$ cat config.mk
export PLATFORM = sky130hd
export DESIGN_NAME = set_assoc_cache_tag_lru_unit
export DESIGN_NICKNAME = d
export VERILOG_FILES = /design/src/hdl/sac_pkg.sv /design/src/hdl/set_assoc_cache_tag_lru_unit.sv /design/src/hdl/sac_ram.sv /design/src/hdl/sac_update.sv
export SDC_FILE = /design/constraint.sdc
export NUM_CORES = 2
export LEC_CHECK = 0
export ABC_AREA = 1
export ABC_CLOCK_PERIOD_IN_PS = 23200
export BUFFER_PORTS_ARGS = -buffer_cell sky130_fd_sc_hd__clkbuf_2
export CAP_MARGIN = 30
export CORE_MARGIN = 4
export CORE_UTILIZATION = 50
export CTS_BUF_LIST = sky130_fd_sc_hd__clkbuf_4
export DETAILED_ROUTE_END_ITERATION = 10
export PLACE_DENSITY = 0.66
export REMOVE_ABC_BUFFERS = 1
export SKIP_CTS_REPAIR_TIMING = 1
export SLEW_MARGIN = 20
export SYNTH_ARGS = -nofsm -noshare
export SYNTH_HDL_FRONTEND = slang
export SYNTH_SLANG_ARGS = --single-unit
export TNS_END_PERCENT = 30
$ cat constraint.sdc
create_clock -name clk -period 23.2 [get_ports clk]
set_input_delay 1.16 -clock clk [delete_from_list [all_inputs] [get_ports clk]]
set_output_delay 1.16 -clock clk [all_outputs]
set_load 0.01 [all_outputs]
$ cat src/hdl/sac_pkg.sv
// ---------------------------------------------------------------------------
// sac_pkg: shared types and constants for the set-associative tag/LRU unit
// Field widths of the ports, register indexes, command codes and the
// LFSR step used for pseudo-random victim choice.
// ---------------------------------------------------------------------------
`default_nettype none

package sac_pkg;

  // default geometry
  localparam int WAYS_DEF       = 4;
  localparam int LINE_BITS_DEF  = 4;
  localparam int BLOCK_BITS_DEF = 2;

  // port widths
  localparam int ADDR_W      = 32;
  localparam int BYTE_BITS   = 2;
  localparam int WAY_OUT_W   = 2;
  localparam int LINE_OUT_W  = 4;
  localparam int WORD_OUT_W  = 2;
  localparam int TAG_OUT_W   = 24;
  localparam int CNT_W       = 32;
  localparam int CFG_IDX_W   = 2;
  localparam int CFG_DATA_W  = 1;

  // LFSR
  localparam int              LFSR_W    = 16;
  localparam logic [LFSR_W-1:0] LFSR_TAPS = 16'hB400;
  localparam logic [LFSR_W-1:0] LFSR_SEED = 16'h0001;

  // configuration register indexes
  localparam logic [CFG_IDX_W-1:0] CFG_WRITE_BACK     = 2'd0;
  localparam logic [CFG_IDX_W-1:0] CFG_WRITE_ALLOCATE = 2'd1;
  localparam logic [CFG_IDX_W-1:0] CFG_RANDOM_REPL    = 2'd2;

  // access commands
  localparam logic CMD_READ  = 1'b0;
  localparam logic CMD_WRITE = 1'b1;

  typedef struct packed {
    logic write_back;
    logic write_allocate;
    logic random_repl;
  } cfg_t;

  // per-access status from the update logic
  typedef struct packed {
    logic hit;
    logic filled;
    logic victim_valid;
    logic victim_dirty;
    logic row_we;
    logic lfsr_adv;
  } ctl_t;

  // Galois step: shift right, fold in taps when a one falls out
  function automatic logic [LFSR_W-1:0] lfsr_step(input logic [LFSR_W-1:0] x);
    logic [LFSR_W-1:0] s;
    s = x >> 1;
    if (x[0]) begin
      s = s ^ LFSR_TAPS;
    end
    return s;
  endfunction

endpackage

`default_nettype wire

$ cat src/hdl/set_assoc_cache_tag_lru_unit.sv
// ---------------------------------------------------------------------------
// set_assoc_cache_tag_lru_unit: set-associative tag store with LRU/random
// replacement, dirty tracking and saturating hit/miss counters
// ---------------------------------------------------------------------------
// Path: the set row is read at the accept edge into the lookup stage, then
//   compare/update go into the result register; out_stall can hold both.
// Throughput: 1 word per cycle while not stalled; the row RAM is read once and
//   written at most once per access, bypassed for back-to-back same-set access.
// Reset: synchronous; afterwards the unit clears one set row per cycle, all
//   2**LINE_BITS rows (16 by default), with in_stall held high.
`default_nettype none

module set_assoc_cache_tag_lru_unit #(
  parameter int WAYS       = sac_pkg::WAYS_DEF,
  parameter int LINE_BITS  = sac_pkg::LINE_BITS_DEF,
  parameter int BLOCK_BITS = sac_pkg::BLOCK_BITS_DEF
) (
  input  wire logic                             clk,
  input  wire logic                             rst_n,
  input  wire logic                             cfg_wr_en,
  input  wire logic [sac_pkg::CFG_IDX_W-1:0]    cfg_index,
  input  wire logic [sac_pkg::CFG_DATA_W-1:0]   cfg_wdata,
  input  wire logic                             in_valid,
  output logic                                  in_stall,
  input  wire logic [sac_pkg::ADDR_W-1:0]       in_address,
  input  wire logic                             in_cmd,
  output logic                                  out_valid,
  input  wire logic                             out_stall,
  output logic                                  out_hit,
  output logic      [sac_pkg::WAY_OUT_W-1:0]    out_way_used,
  output logic      [sac_pkg::LINE_OUT_W-1:0]   out_line_index,
  output logic      [sac_pkg::WORD_OUT_W-1:0]   out_word_index,
  output logic                                  out_filled,
  output logic                                  out_victim_valid,
  output logic                                  out_victim_dirty,
  output logic      [sac_pkg::TAG_OUT_W-1:0]    out_victim_tag,
  output logic      [sac_pkg::CNT_W-1:0]        out_hit_total,
  output logic      [sac_pkg::CNT_W-1:0]        out_miss_total
);

  localparam int WA_W   = sac_pkg::ADDR_W - sac_pkg::BYTE_BITS;
  localparam int TAG_W  = WA_W - BLOCK_BITS - LINE_BITS;
  localparam int AGE_W  = (WAYS > 1) ? $clog2(WAYS) : 1;
  localparam int WAY_W  = AGE_W;
  localparam int LINE_W = (LINE_BITS > 0) ? LINE_BITS : 1;
  localparam int SETS   = 1 << LINE_BITS;
  localparam int ENT_W  = TAG_W + AGE_W + 2;
  localparam int ROW_W  = WAYS * ENT_W;
  localparam int LFSR_W = sac_pkg::LFSR_W;
  localparam int CNT_W  = sac_pkg::CNT_W;

  localparam logic [31:0] SET_MASK  = 32'((64'd1 << LINE_BITS) - 64'd1);
  localparam logic [31:0] WORD_MASK = 32'((64'd1 << BLOCK_BITS) - 64'd1);
  localparam logic [LINE_W-1:0] LAST_SET = LINE_W'(SETS - 1);

  // reciprocal for x mod WAYS on 16-bit LFSR values
  localparam logic [32:0] RECIP = 33'((64'd1 << 32) / WAYS + 64'd1);
  localparam logic [LFSR_W-1:0] LFSR_NX_RST = sac_pkg::lfsr_step(sac_pkg::LFSR_SEED);
  localparam logic [LFSR_W-1:0] LFSR_Q_RST  = LFSR_W'(LFSR_NX_RST / WAYS);

  // configuration
  sac_pkg::cfg_t cfg_r;

  // clearing pass
  logic              clr_busy_r;
  logic [LINE_W-1:0] clr_cnt_r;

  // lookup stage
  logic             s_vld_r;
  logic [WA_W-1:0]  s_addr_r;
  logic             s_cmd_r;

  // row bypass
  logic             byp_vld_r;
  logic [ROW_W-1:0] byp_row_r;

  // LFSR: next value and its quotient by WAYS
  logic [LFSR_W-1:0] lfsr_r, lfsr_q_r;

  logic [CNT_W-1:0] hit_cnt_r, miss_cnt_r;

  // result register
  logic                           out_vld_r;
  logic                           o_hit_r, o_filled_r, o_vvalid_r, o_vdirty_r;
  logic [sac_pkg::WAY_OUT_W-1:0]  o_way_r;
  logic [sac_pkg::LINE_OUT_W-1:0] o_line_r;
  logic [sac_pkg::WORD_OUT_W-1:0] o_word_r;
  logic [sac_pkg::TAG_OUT_W-1:0]  o_vtag_r;
  logic [CNT_W-1:0]               o_hit_tot_r, o_miss_tot_r;

  logic              out_free, fire, accept;
  logic [31:0]       in_wa32, s_wa32, s_line32, s_word32, s_tag32, in_line32;
  logic [LINE_W-1:0] s_line, in_line, raddr, waddr;
  logic [TAG_W-1:0]  s_tag;
  logic [ROW_W-1:0]  ram_q, row_cur, row_new, wdata;
  logic              we;
  logic [WAY_W-1:0]  pick, way;
  logic [TAG_W-1:0]  vtag;
  logic [31:0]       way32, vtag32;
  sac_pkg::ctl_t     ctl;
  logic [LFSR_W-1:0] lfsr_nx2;
  logic [48:0]       q_prod;
  logic [LFSR_W+4:0] qd;
  logic [CNT_W-1:0]  hit_cnt_nxt, miss_cnt_nxt;

  // handshake
  assign out_free = !out_vld_r || !out_stall;
  assign fire     = s_vld_r && out_free;
  assign in_stall = clr_busy_r || (s_vld_r && !out_free);
  assign accept   = in_valid && !in_stall;

  // address split
  always_comb begin
    in_wa32   = 32'(in_address[sac_pkg::ADDR_W-1:sac_pkg::BYTE_BITS]);
    in_line32 = (in_wa32 >> BLOCK_BITS) & SET_MASK;
    in_line   = in_line32[LINE_W-1:0];
    s_wa32    = 32'(s_addr_r);
    s_word32  = s_wa32 & WORD_MASK;
    s_line32  = (s_wa32 >> BLOCK_BITS) & SET_MASK;
    s_tag32   = s_wa32 >> (BLOCK_BITS + LINE_BITS);
    s_line    = s_line32[LINE_W-1:0];
    s_tag     = s_tag32[TAG_W-1:0];
  end

  // read the row of the item that sits in the lookup stage next cycle
  assign raddr   = accept ? in_line : s_line;
  assign we      = clr_busy_r || (fire && ctl.row_we);
  assign waddr   = clr_busy_r ? clr_cnt_r : s_line;
  assign wdata   = clr_busy_r ? '0 : row_new;
  assign row_cur = byp_vld_r ? byp_row_r : ram_q;

  sac_ram #(
    .WIDTH (ROW_W),
    .DEPTH (SETS)
  ) u_row_ram (
    .clk   (clk),
    .we    (we),
    .waddr (waddr),
    .wdata (wdata),
    .raddr (raddr),
    .rdata (ram_q)
  );

  // way pick: lfsr_r mod WAYS from the stored quotient
  always_comb begin
    qd   = (LFSR_W+5)'(lfsr_q_r) * (LFSR_W+5)'(WAYS);
    pick = WAY_W'((LFSR_W+5)'(lfsr_r) - qd);
    lfsr_nx2 = sac_pkg::lfsr_step(lfsr_r);
    q_prod   = 49'(lfsr_nx2) * 49'(RECIP);
  end

  sac_update #(
    .WAYS  (WAYS),
    .TAG_W (TAG_W),
    .AGE_W (AGE_W),
    .WAY_W (WAY_W)
  ) u_update (
    .row_i  (row_cur),
    .tag_i  (s_tag),
    .cmd_i  (s_cmd_r),
    .cfg_i  (cfg_r),
    .pick_i (pick),
    .row_o  (row_new),
    .way_o  (way),
    .vtag_o (vtag),
    .ctl_o  (ctl)
  );

  // saturating counters
  always_comb begin
    hit_cnt_nxt  = hit_cnt_r;
    miss_cnt_nxt = miss_cnt_r;
    if (ctl.hit && (hit_cnt_r != '1)) begin
      hit_cnt_nxt = hit_cnt_r + CNT_W'(1);
    end
    if (!ctl.hit && (miss_cnt_r != '1)) begin
      miss_cnt_nxt = miss_cnt_r + CNT_W'(1);
    end
    way32  = 32'(way);
    vtag32 = 32'(vtag);
  end

  always_ff @(posedge clk) begin
    if (!rst_n) begin
      cfg_r.write_back     <= 1'b1;
      cfg_r.write_allocate <= 1'b1;
      cfg_r.random_repl    <= 1'b0;
    end else if (cfg_wr_en) begin
      case (cfg_index)
        sac_pkg::CFG_WRITE_BACK:     cfg_r.write_back     <= cfg_wdata[0];
        sac_pkg::CFG_WRITE_ALLOCATE: cfg_r.write_allocate <= cfg_wdata[0];
        sac_pkg::CFG_RANDOM_REPL:    cfg_r.random_repl    <= cfg_wdata[0];
        default: ;
      endcase
    end
  end

  always_ff @(posedge clk) begin
    if (!rst_n) begin
      clr_busy_r <= 1'b1;
      clr_cnt_r  <= '0;
    end else if (clr_busy_r) begin
      clr_cnt_r <= clr_cnt_r + LINE_W'(1);
      if (clr_cnt_r == LAST_SET) begin
        clr_busy_r <= 1'b0;
      end
    end
  end

  // lookup stage
  always_ff @(posedge clk) begin
    if (!rst_n) begin
      s_vld_r <= 1'b0;
    end else if (!s_vld_r || fire) begin
      s_vld_r <= accept;
    end
    if (accept) begin
      s_addr_r <= in_address[sac_pkg::ADDR_W-1:sac_pkg::BYTE_BITS];
      s_cmd_r  <= in_cmd;
    end
  end

  // forward a row written at the same edge it is read
  always_ff @(posedge clk) begin
    if (!rst_n) begin
      byp_vld_r <= 1'b0;
    end else begin
      byp_vld_r <= we && (waddr == raddr);
    end
    byp_row_r <= wdata;
  end

  always_ff @(posedge clk) begin
    if (!rst_n) begin
      lfsr_r     <= LFSR_NX_RST;
      lfsr_q_r   <= LFSR_Q_RST;
      hit_cnt_r  <= '0;
      miss_cnt_r <= '0;
    end else if (fire) begin
      hit_cnt_r  <= hit_cnt_nxt;
      miss_cnt_r <= miss_cnt_nxt;
      if (ctl.lfsr_adv) begin
        lfsr_r   <= lfsr_nx2;
        lfsr_q_r <= q_prod[47:32];
      end
    end
  end

  // result register
  always_ff @(posedge clk) begin
    if (!rst_n) begin
      out_vld_r <= 1'b0;
    end else if (fire) begin
      out_vld_r <= 1'b1;
    end else if (!out_stall) begin
      out_vld_r <= 1'b0;
    end
    if (fire) begin
      o_hit_r      <= ctl.hit;
      o_way_r      <= way32[sac_pkg::WAY_OUT_W-1:0];
      o_line_r     <= s_line32[sac_pkg::LINE_OUT_W-1:0];
      o_word_r     <= s_word32[sac_pkg::WORD_OUT_W-1:0];
      o_filled_r   <= ctl.filled;
      o_vvalid_r   <= ctl.victim_valid;
      o_vdirty_r   <= ctl.victim_dirty;
      o_vtag_r     <= vtag32[sac_pkg::TAG_OUT_W-1:0];
      o_hit_tot_r  <= hit_cnt_nxt;
      o_miss_tot_r <= miss_cnt_nxt;
    end
  end

  assign out_valid        = out_vld_r;
  assign out_hit          = o_hit_r;
  assign out_way_used     = o_way_r;
  assign out_line_index   = o_line_r;
  assign out_word_index   = o_word_r;
  assign out_filled       = o_filled_r;
  assign out_victim_valid = o_vvalid_r;
  assign out_victim_dirty = o_vdirty_r;
  assign out_victim_tag   = o_vtag_r;
  assign out_hit_total    = o_hit_tot_r;
  assign out_miss_total   = o_miss_tot_r;

endmodule

`default_nettype wire

$ cat src/hdl/sac_ram.sv
// ---------------------------------------------------------------------------
// sac_ram: generic single-write, single-read RAM
// One write port and one read port, read data registered.
// ---------------------------------------------------------------------------
`default_nettype none

module sac_ram #(
  parameter int WIDTH = 8,
  parameter int DEPTH = 16
) (
  input  wire logic                                       clk,
  input  wire logic                                       we,
  input  wire logic [((DEPTH > 1) ? $clog2(DEPTH) : 1)-1:0] waddr,
  input  wire logic [WIDTH-1:0]                           wdata,
  input  wire logic [((DEPTH > 1) ? $clog2(DEPTH) : 1)-1:0] raddr,
  output logic      [WIDTH-1:0]                           rdata
);

  logic [WIDTH-1:0] mem [DEPTH];

  always_ff @(posedge clk) begin
    if (we) begin
      mem[waddr] <= wdata;
    end
    rdata <= mem[raddr];
  end

endmodule

`default_nettype wire

$ cat src/hdl/sac_update.sv
// ---------------------------------------------------------------------------
// sac_update: tag compare, victim choice and set row update
// Takes one set row (all ways) and the access, returns the new row and the
// hit, fill and victim status.
// ---------------------------------------------------------------------------
`default_nettype none

module sac_update #(
  parameter int WAYS  = sac_pkg::WAYS_DEF,
  parameter int TAG_W = 24,
  parameter int AGE_W = 2,
  parameter int WAY_W = 2
) (
  input  wire logic [WAYS*(TAG_W+AGE_W+2)-1:0] row_i,
  input  wire logic [TAG_W-1:0]                tag_i,
  input  wire logic                            cmd_i,
  input  wire sac_pkg::cfg_t                   cfg_i,
  input  wire logic [WAY_W-1:0]                pick_i,
  output logic      [WAYS*(TAG_W+AGE_W+2)-1:0] row_o,
  output logic      [WAY_W-1:0]                way_o,
  output logic      [TAG_W-1:0]                vtag_o,
  output sac_pkg::ctl_t                        ctl_o
);

  localparam int ENT_W = TAG_W + AGE_W + 2;
  localparam logic [AGE_W-1:0] AGE_OLDEST = AGE_W'(WAYS - 1);

  logic             vld [WAYS];
  logic             drt [WAYS];
  logic [AGE_W-1:0] age [WAYS];
  logic [TAG_W-1:0] tg  [WAYS];

  logic [WAYS-1:0]  hit_vec, inv_vec, old_vec;
  logic [WAY_W-1:0] hit_way, inv_way, old_way, vict_way, upd_way;
  logic             any_hit, alloc, dirty_set, touch;
  logic [AGE_W-1:0] prev_age;

  // unpack ways and compare
  always_comb begin
    for (int w = 0; w < WAYS; w++) begin
      tg[w]  = row_i[w*ENT_W +: TAG_W];
      age[w] = row_i[w*ENT_W + TAG_W +: AGE_W];
      drt[w] = row_i[w*ENT_W + TAG_W + AGE_W];
      vld[w] = row_i[w*ENT_W + TAG_W + AGE_W + 1];
      hit_vec[w] = vld[w] && (tg[w] == tag_i);
      inv_vec[w] = !vld[w];
      old_vec[w] = (age[w] == AGE_OLDEST);
    end
  end

  // lowest-numbered way wins
  always_comb begin
    hit_way = '0;
    inv_way = '0;
    old_way = '0;
    for (int w = WAYS - 1; w >= 0; w--) begin
      if (hit_vec[w]) begin
        hit_way = WAY_W'(w);
      end
      if (inv_vec[w]) begin
        inv_way = WAY_W'(w);
      end
      if (old_vec[w]) begin
        old_way = WAY_W'(w);
      end
    end
  end

  always_comb begin
    any_hit   = |hit_vec;
    alloc     = !any_hit && ((cmd_i == sac_pkg::CMD_READ) || cfg_i.write_allocate);
    dirty_set = (cmd_i == sac_pkg::CMD_WRITE) && cfg_i.write_back;

    ctl_o.lfsr_adv = 1'b0;
    if (cfg_i.random_repl) begin
      vict_way       = pick_i;
      ctl_o.lfsr_adv = alloc;
    end else if (|inv_vec) begin
      vict_way = inv_way;
    end else if (|old_vec) begin
      vict_way = old_way;
    end else begin
      // ages out of order: fall back to the LFSR
      vict_way       = pick_i;
      ctl_o.lfsr_adv = alloc;
    end

    upd_way  = any_hit ? hit_way : vict_way;
    prev_age = any_hit ? age[hit_way] : AGE_OLDEST;
    touch    = !cfg_i.random_repl && (any_hit || alloc);

    ctl_o.hit          = any_hit;
    ctl_o.filled       = alloc;
    ctl_o.victim_valid = alloc && vld[vict_way];
    ctl_o.victim_dirty = alloc && vld[vict_way] && drt[vict_way];
    ctl_o.row_we       = any_hit || alloc;

    way_o  = (any_hit || alloc) ? upd_way : '0;
    vtag_o = (alloc && vld[vict_way]) ? tg[vict_way] : '0;
  end

  // build the updated row
  always_comb begin
    row_o = '0;
    for (int w = 0; w < WAYS; w++) begin
      logic             sel;
      logic             v_n, d_n;
      logic [AGE_W-1:0] a_n;
      logic [TAG_W-1:0] t_n;
      sel = (WAY_W'(w) == upd_way);
      t_n = (alloc && sel) ? tag_i : tg[w];
      v_n = vld[w] | (alloc && sel);
      if (alloc && sel) begin
        d_n = dirty_set;
      end else if (any_hit && sel && dirty_set) begin
        d_n = 1'b1;
      end else begin
        d_n = drt[w];
      end
      if (touch && sel) begin
        a_n = '0;
      end else if (touch && vld[w] && (age[w] < prev_age)) begin
        a_n = age[w] + AGE_W'(1);
      end else begin
        a_n = age[w];
      end
      row_o[w*ENT_W +: ENT_W] = {v_n, d_n, a_n, t_n};
    end
  end

endmodule

`default_nettype wire

==> summary.md <==
| Metric | Value |
|---|---|
| Antenna Nets Post-Route | `0` |
| Clock Skew | `approximately 0.15 ns` |
| # setup viols final | `0` |
| Via count | `64352` |
| CP Capture Type | `flop` |
| Maximum vdd ir drop | `67.0 µV` |
| Power per cell area | `78.5 mW/mm²` |
| Reg clk slew, reported paths | `0.07 ns` |
| Seq/Total Area, Yosys | `0.712` |
| Layout cells sized above 1 | `0.165` |
| Most frequent cells after synthesis | `1923 x edfxtp_1, 1144 x nor2_1, 1067 x o21ai_0` |
| Max_cap viols | `0` |
| Rel. slew slack | `0.186` |
| Outcome | `finished, final reports clean` |
| Global routing's busiest layer | `met2` |
| Critical R2R Capture | `u_row_ram.rdata[71]$_DFF_P_` |
| Number of global-route vias before repair | `61546` |
| Die Wd | `432 µm` |
| CP startpoint kind | `flop` |
| Main synth FF type | `edfxtp_1` |
| DR WL/cell | `around 24 µm` |
| CTS tree | `built` |
| Worst Path Required | `around 24 ns` |
| Worst slew pin tran | `1.22 ns` |
| Initial antenna violation count | `3` |
| Hold_sp | `cfg_wdata` |
| Yosys warning count | `0` |
| GR Overflow Total | `0` |
| Mapped Avg Cell Area | `between 10 and 15 µm²` |
| Syn Inst Count | `7632` |
| Placer Congestion | `0.955` |
| Clock Latency Late Sink | `about 1.4 ns` |
| DP HPWL | `143000 µm` |
| Total Wirelength | `262000 µm` |
| Fill cells | `14687` |
| GR Layer Usage met1 | `0.356` |
| Share of the synthesized area in the top cell type | `0.642` |
| Yosys reg bits | `2238` |
| Initial core utilization | `0.504` |
| P&R area growth vs syn | `12.5%` |
| Top-count cell post-synth | `edfxtp_1` |
| Area of the die | `roughly 0.19 mm²` |
| Root Buffer | `clkbuf_4` |
| Num Clock Sinks | `2238` |
| Period utilization | `0.333` |
| Pre-CTS setup slack | `14.96 ns` |
| Cells on worst reg2reg path | `16` |
| RSZ-0062 raised after global routing | `false` |
| Final worst path period need | `7.72 ns` |
| Port Buffers | `140` |
| CORE AREA | `between 0.15 and 0.2 mm²` |
| Crit path DAT | `8.96 ns` |
| Fmax | `129 MHz` |
| Final Hold Fails | `0` |
| Worst R2R Start | `clr_busy_r$_SDFF_PN1_` |
| Critical path class | `reg -> reg` |
| Min-Delay Path Class | `in -> reg` |
| Top cells by area, synth | `edfxtp_1 64%, dfxtp_1 7.0%, o21ai_0 5.9%, nor2_1 4.8%, nand2_1 3.9%` |
| Post-synth EDFFs | `between 1500 and 2000` |
| IO Pins | `143` |
| Router iterations before antenna repair | `6` |
| R2r setup slk | `15.48 ns` |
| Yosys top cell by area | `edfxtp_1` |
| Post-Synthesis Cell Area | `0.0899 mm²` |
| Asr flop ratio synth | `0` |
| Final nets | `between 8000 and 9000` |
| First-pass GRT wire length | `385000 µm` |
| Library cells used by synthesis | `50` |
| Worst Slack Setup Final | `15.48 ns` |
| Final Max Slew Viols | `0` |
| Drt first-iter violations | `about 7600` |
| DRC | `0` |
| Maximum number of pins on one net before global-route repair | `between 200 and 250` |
| CP max FO | `123` |
| Clk buf depth | `4` |
| Setup TNS | `0 ns` |
| Die height | `around 430 µm` |
| GRT Total Usage | `0.275` |
| Row cnt | `155` |
| GRT met2 Usage | `0.444` |
| Hold path cells | `3` |
| Met3 Usage GRT | `0.0521` |
| P_leak | `between 30 and 40 nW` |
| TritonCTS Buffers | `578` |
| H-tree levels | `6` |
| Vias/cell | `5.91` |
| Hold EP | `cfg_r[1]$_SDFFE_PN1P_` |
## through the flow
stage          cells  utilization  hold slack, ns  area [µm²]  power [mW]
6_report       10880        0.566          0.0317      101000        7.94
5_1_grt        10877        0.566         -0.0461      101000        8.25
4_1_cts        10826        0.563          -0.207      101000        8.00
3_5_place_dp    9815        0.522           0.413       93300        4.64
3_3_place_gp    9772        0.520           0.417       92800        4.64
2_1_floorplan   7149            -           0.400       87900        4.57
## how the worst max path moves through the flow
stage	startpoint	to	slack, ns	depth (start not counted)
floorplan	clr_busy_r$_SDFF_PN1_	u_row_ram.rdata[18]$_DFF_P_	-17.62	10
global placement	out_stall	u_row_ram.rdata[7]$_DFF_P_	15.10	17
detailed placement	out_stall	u_row_ram.rdata[7]$_DFF_P_	14.96	17
CTS	clr_busy_r$_SDFF_PN1_	u_row_ram.rdata[44]$_DFF_P_	15.51	16
global route	clr_busy_r$_SDFF_PN1_	u_row_ram.rdata[44]$_DFF_P_	14.97	16
finish	clr_busy_r$_SDFF_PN1_	u_row_ram.rdata[71]$_DFF_P_	15.48	16
## registers in the layout, summed over array words and instances (netlist names), 3 cells and up
signal	cells
byp_row_r	112
cfg_r	3
clr_cnt_r	4
hit_cnt_r	32
lfsr_r	16
miss_cnt_r	32
out_hit_total	32
out_line_index	4
out_miss_total	32
out_victim_tag	24
s_addr_r	30
u_row_ram.mem	1792
u_row_ram.rdata	112
## power breakdown
part / total [mW] / internal (mW) / switching [mW]
clock network: 3.38 / 1.82 / 1.56
registers: 4.40 / 4.38 / 0.0148
logic: 0.162 / 0.0309 / 0.131
## worst max-delay path, cell delays in order (launching register included)
cell and delay (ns):
dfxtp_1 0.31, buf_4 0.47, clkinv_2 0.19, nand3_1 0.59, inv_2 0.07, nand2_1 0.12, nand2_4 0.36, inv_8 0.60
buf_4 0.80, buf_4 0.77, buf_4 0.81, buf_4 0.78, buf_4 0.73, o21ai_0 0.20, o221ai_1 0.24, nand3_1 0.10
nand2_1 0.11
## cells by family after synthesis
logic type / count (synthesis) / synth area share
AOI/OAI and AO/OA: 1988 / 0.131
xor gates and xnor gates: 61 / 0.00594
adders and majority gates: 7 / 0.000974
buffers and inverters: 827 / 0.0367
DFF: 2238 / 0.712
and+or+nand+nor: 2511 / 0.113
## cells in the final DEF (no fill, tap or decap), types with 18 or more instances in the layout
cell	count
inv_2	42
buf_4	170
nor2_1	1130
o221ai_1	310
a21oi_1	179
inv_1	313
dfxtp_1	314
nor3_1	37
o211ai_1	161
nand3_1	267
clkinv_1	82
nand4_1	48
o21ai_0	1066
clkbuf_2	140
o22ai_1	140
nand2_1	934
edfxtp_1	1923
a21oi_2	36
dlygate4sd3_1	20
o21ai_1	68
nor2_4	18
xor2_1	56
clkbuf_4	893
nor4_1	20
## layer usage
layer | vias up | wire (µm)
met1 | 31425 | 102000
met5 | - | 0
met4 | 0 | 13000
met3 | 639 | 22500
li1 | 29084 | -
met2 | 3204 | 125000
## cell type report
| type | instances | area (µm²) | area share |
|---|---|---|---|
| multi-input combinational | 4567 | 22900 | 0.226 |
| clock buffer | 887 | 6660 | 0.0658 |
| antenna | 14 | 35.0 | 0.000346 |
| clock inverter | 124 | 687 | 0.00679 |
| tap | 2355 | 2950 | 0.0291 |
| sequential | 2238 | 64100 | 0.633 |
| timing repair buffer | 351 | 2560 | 0.0253 |
| inverter | 344 | 1320 | 0.0131 |
Power figures use the tool's default switching activity.
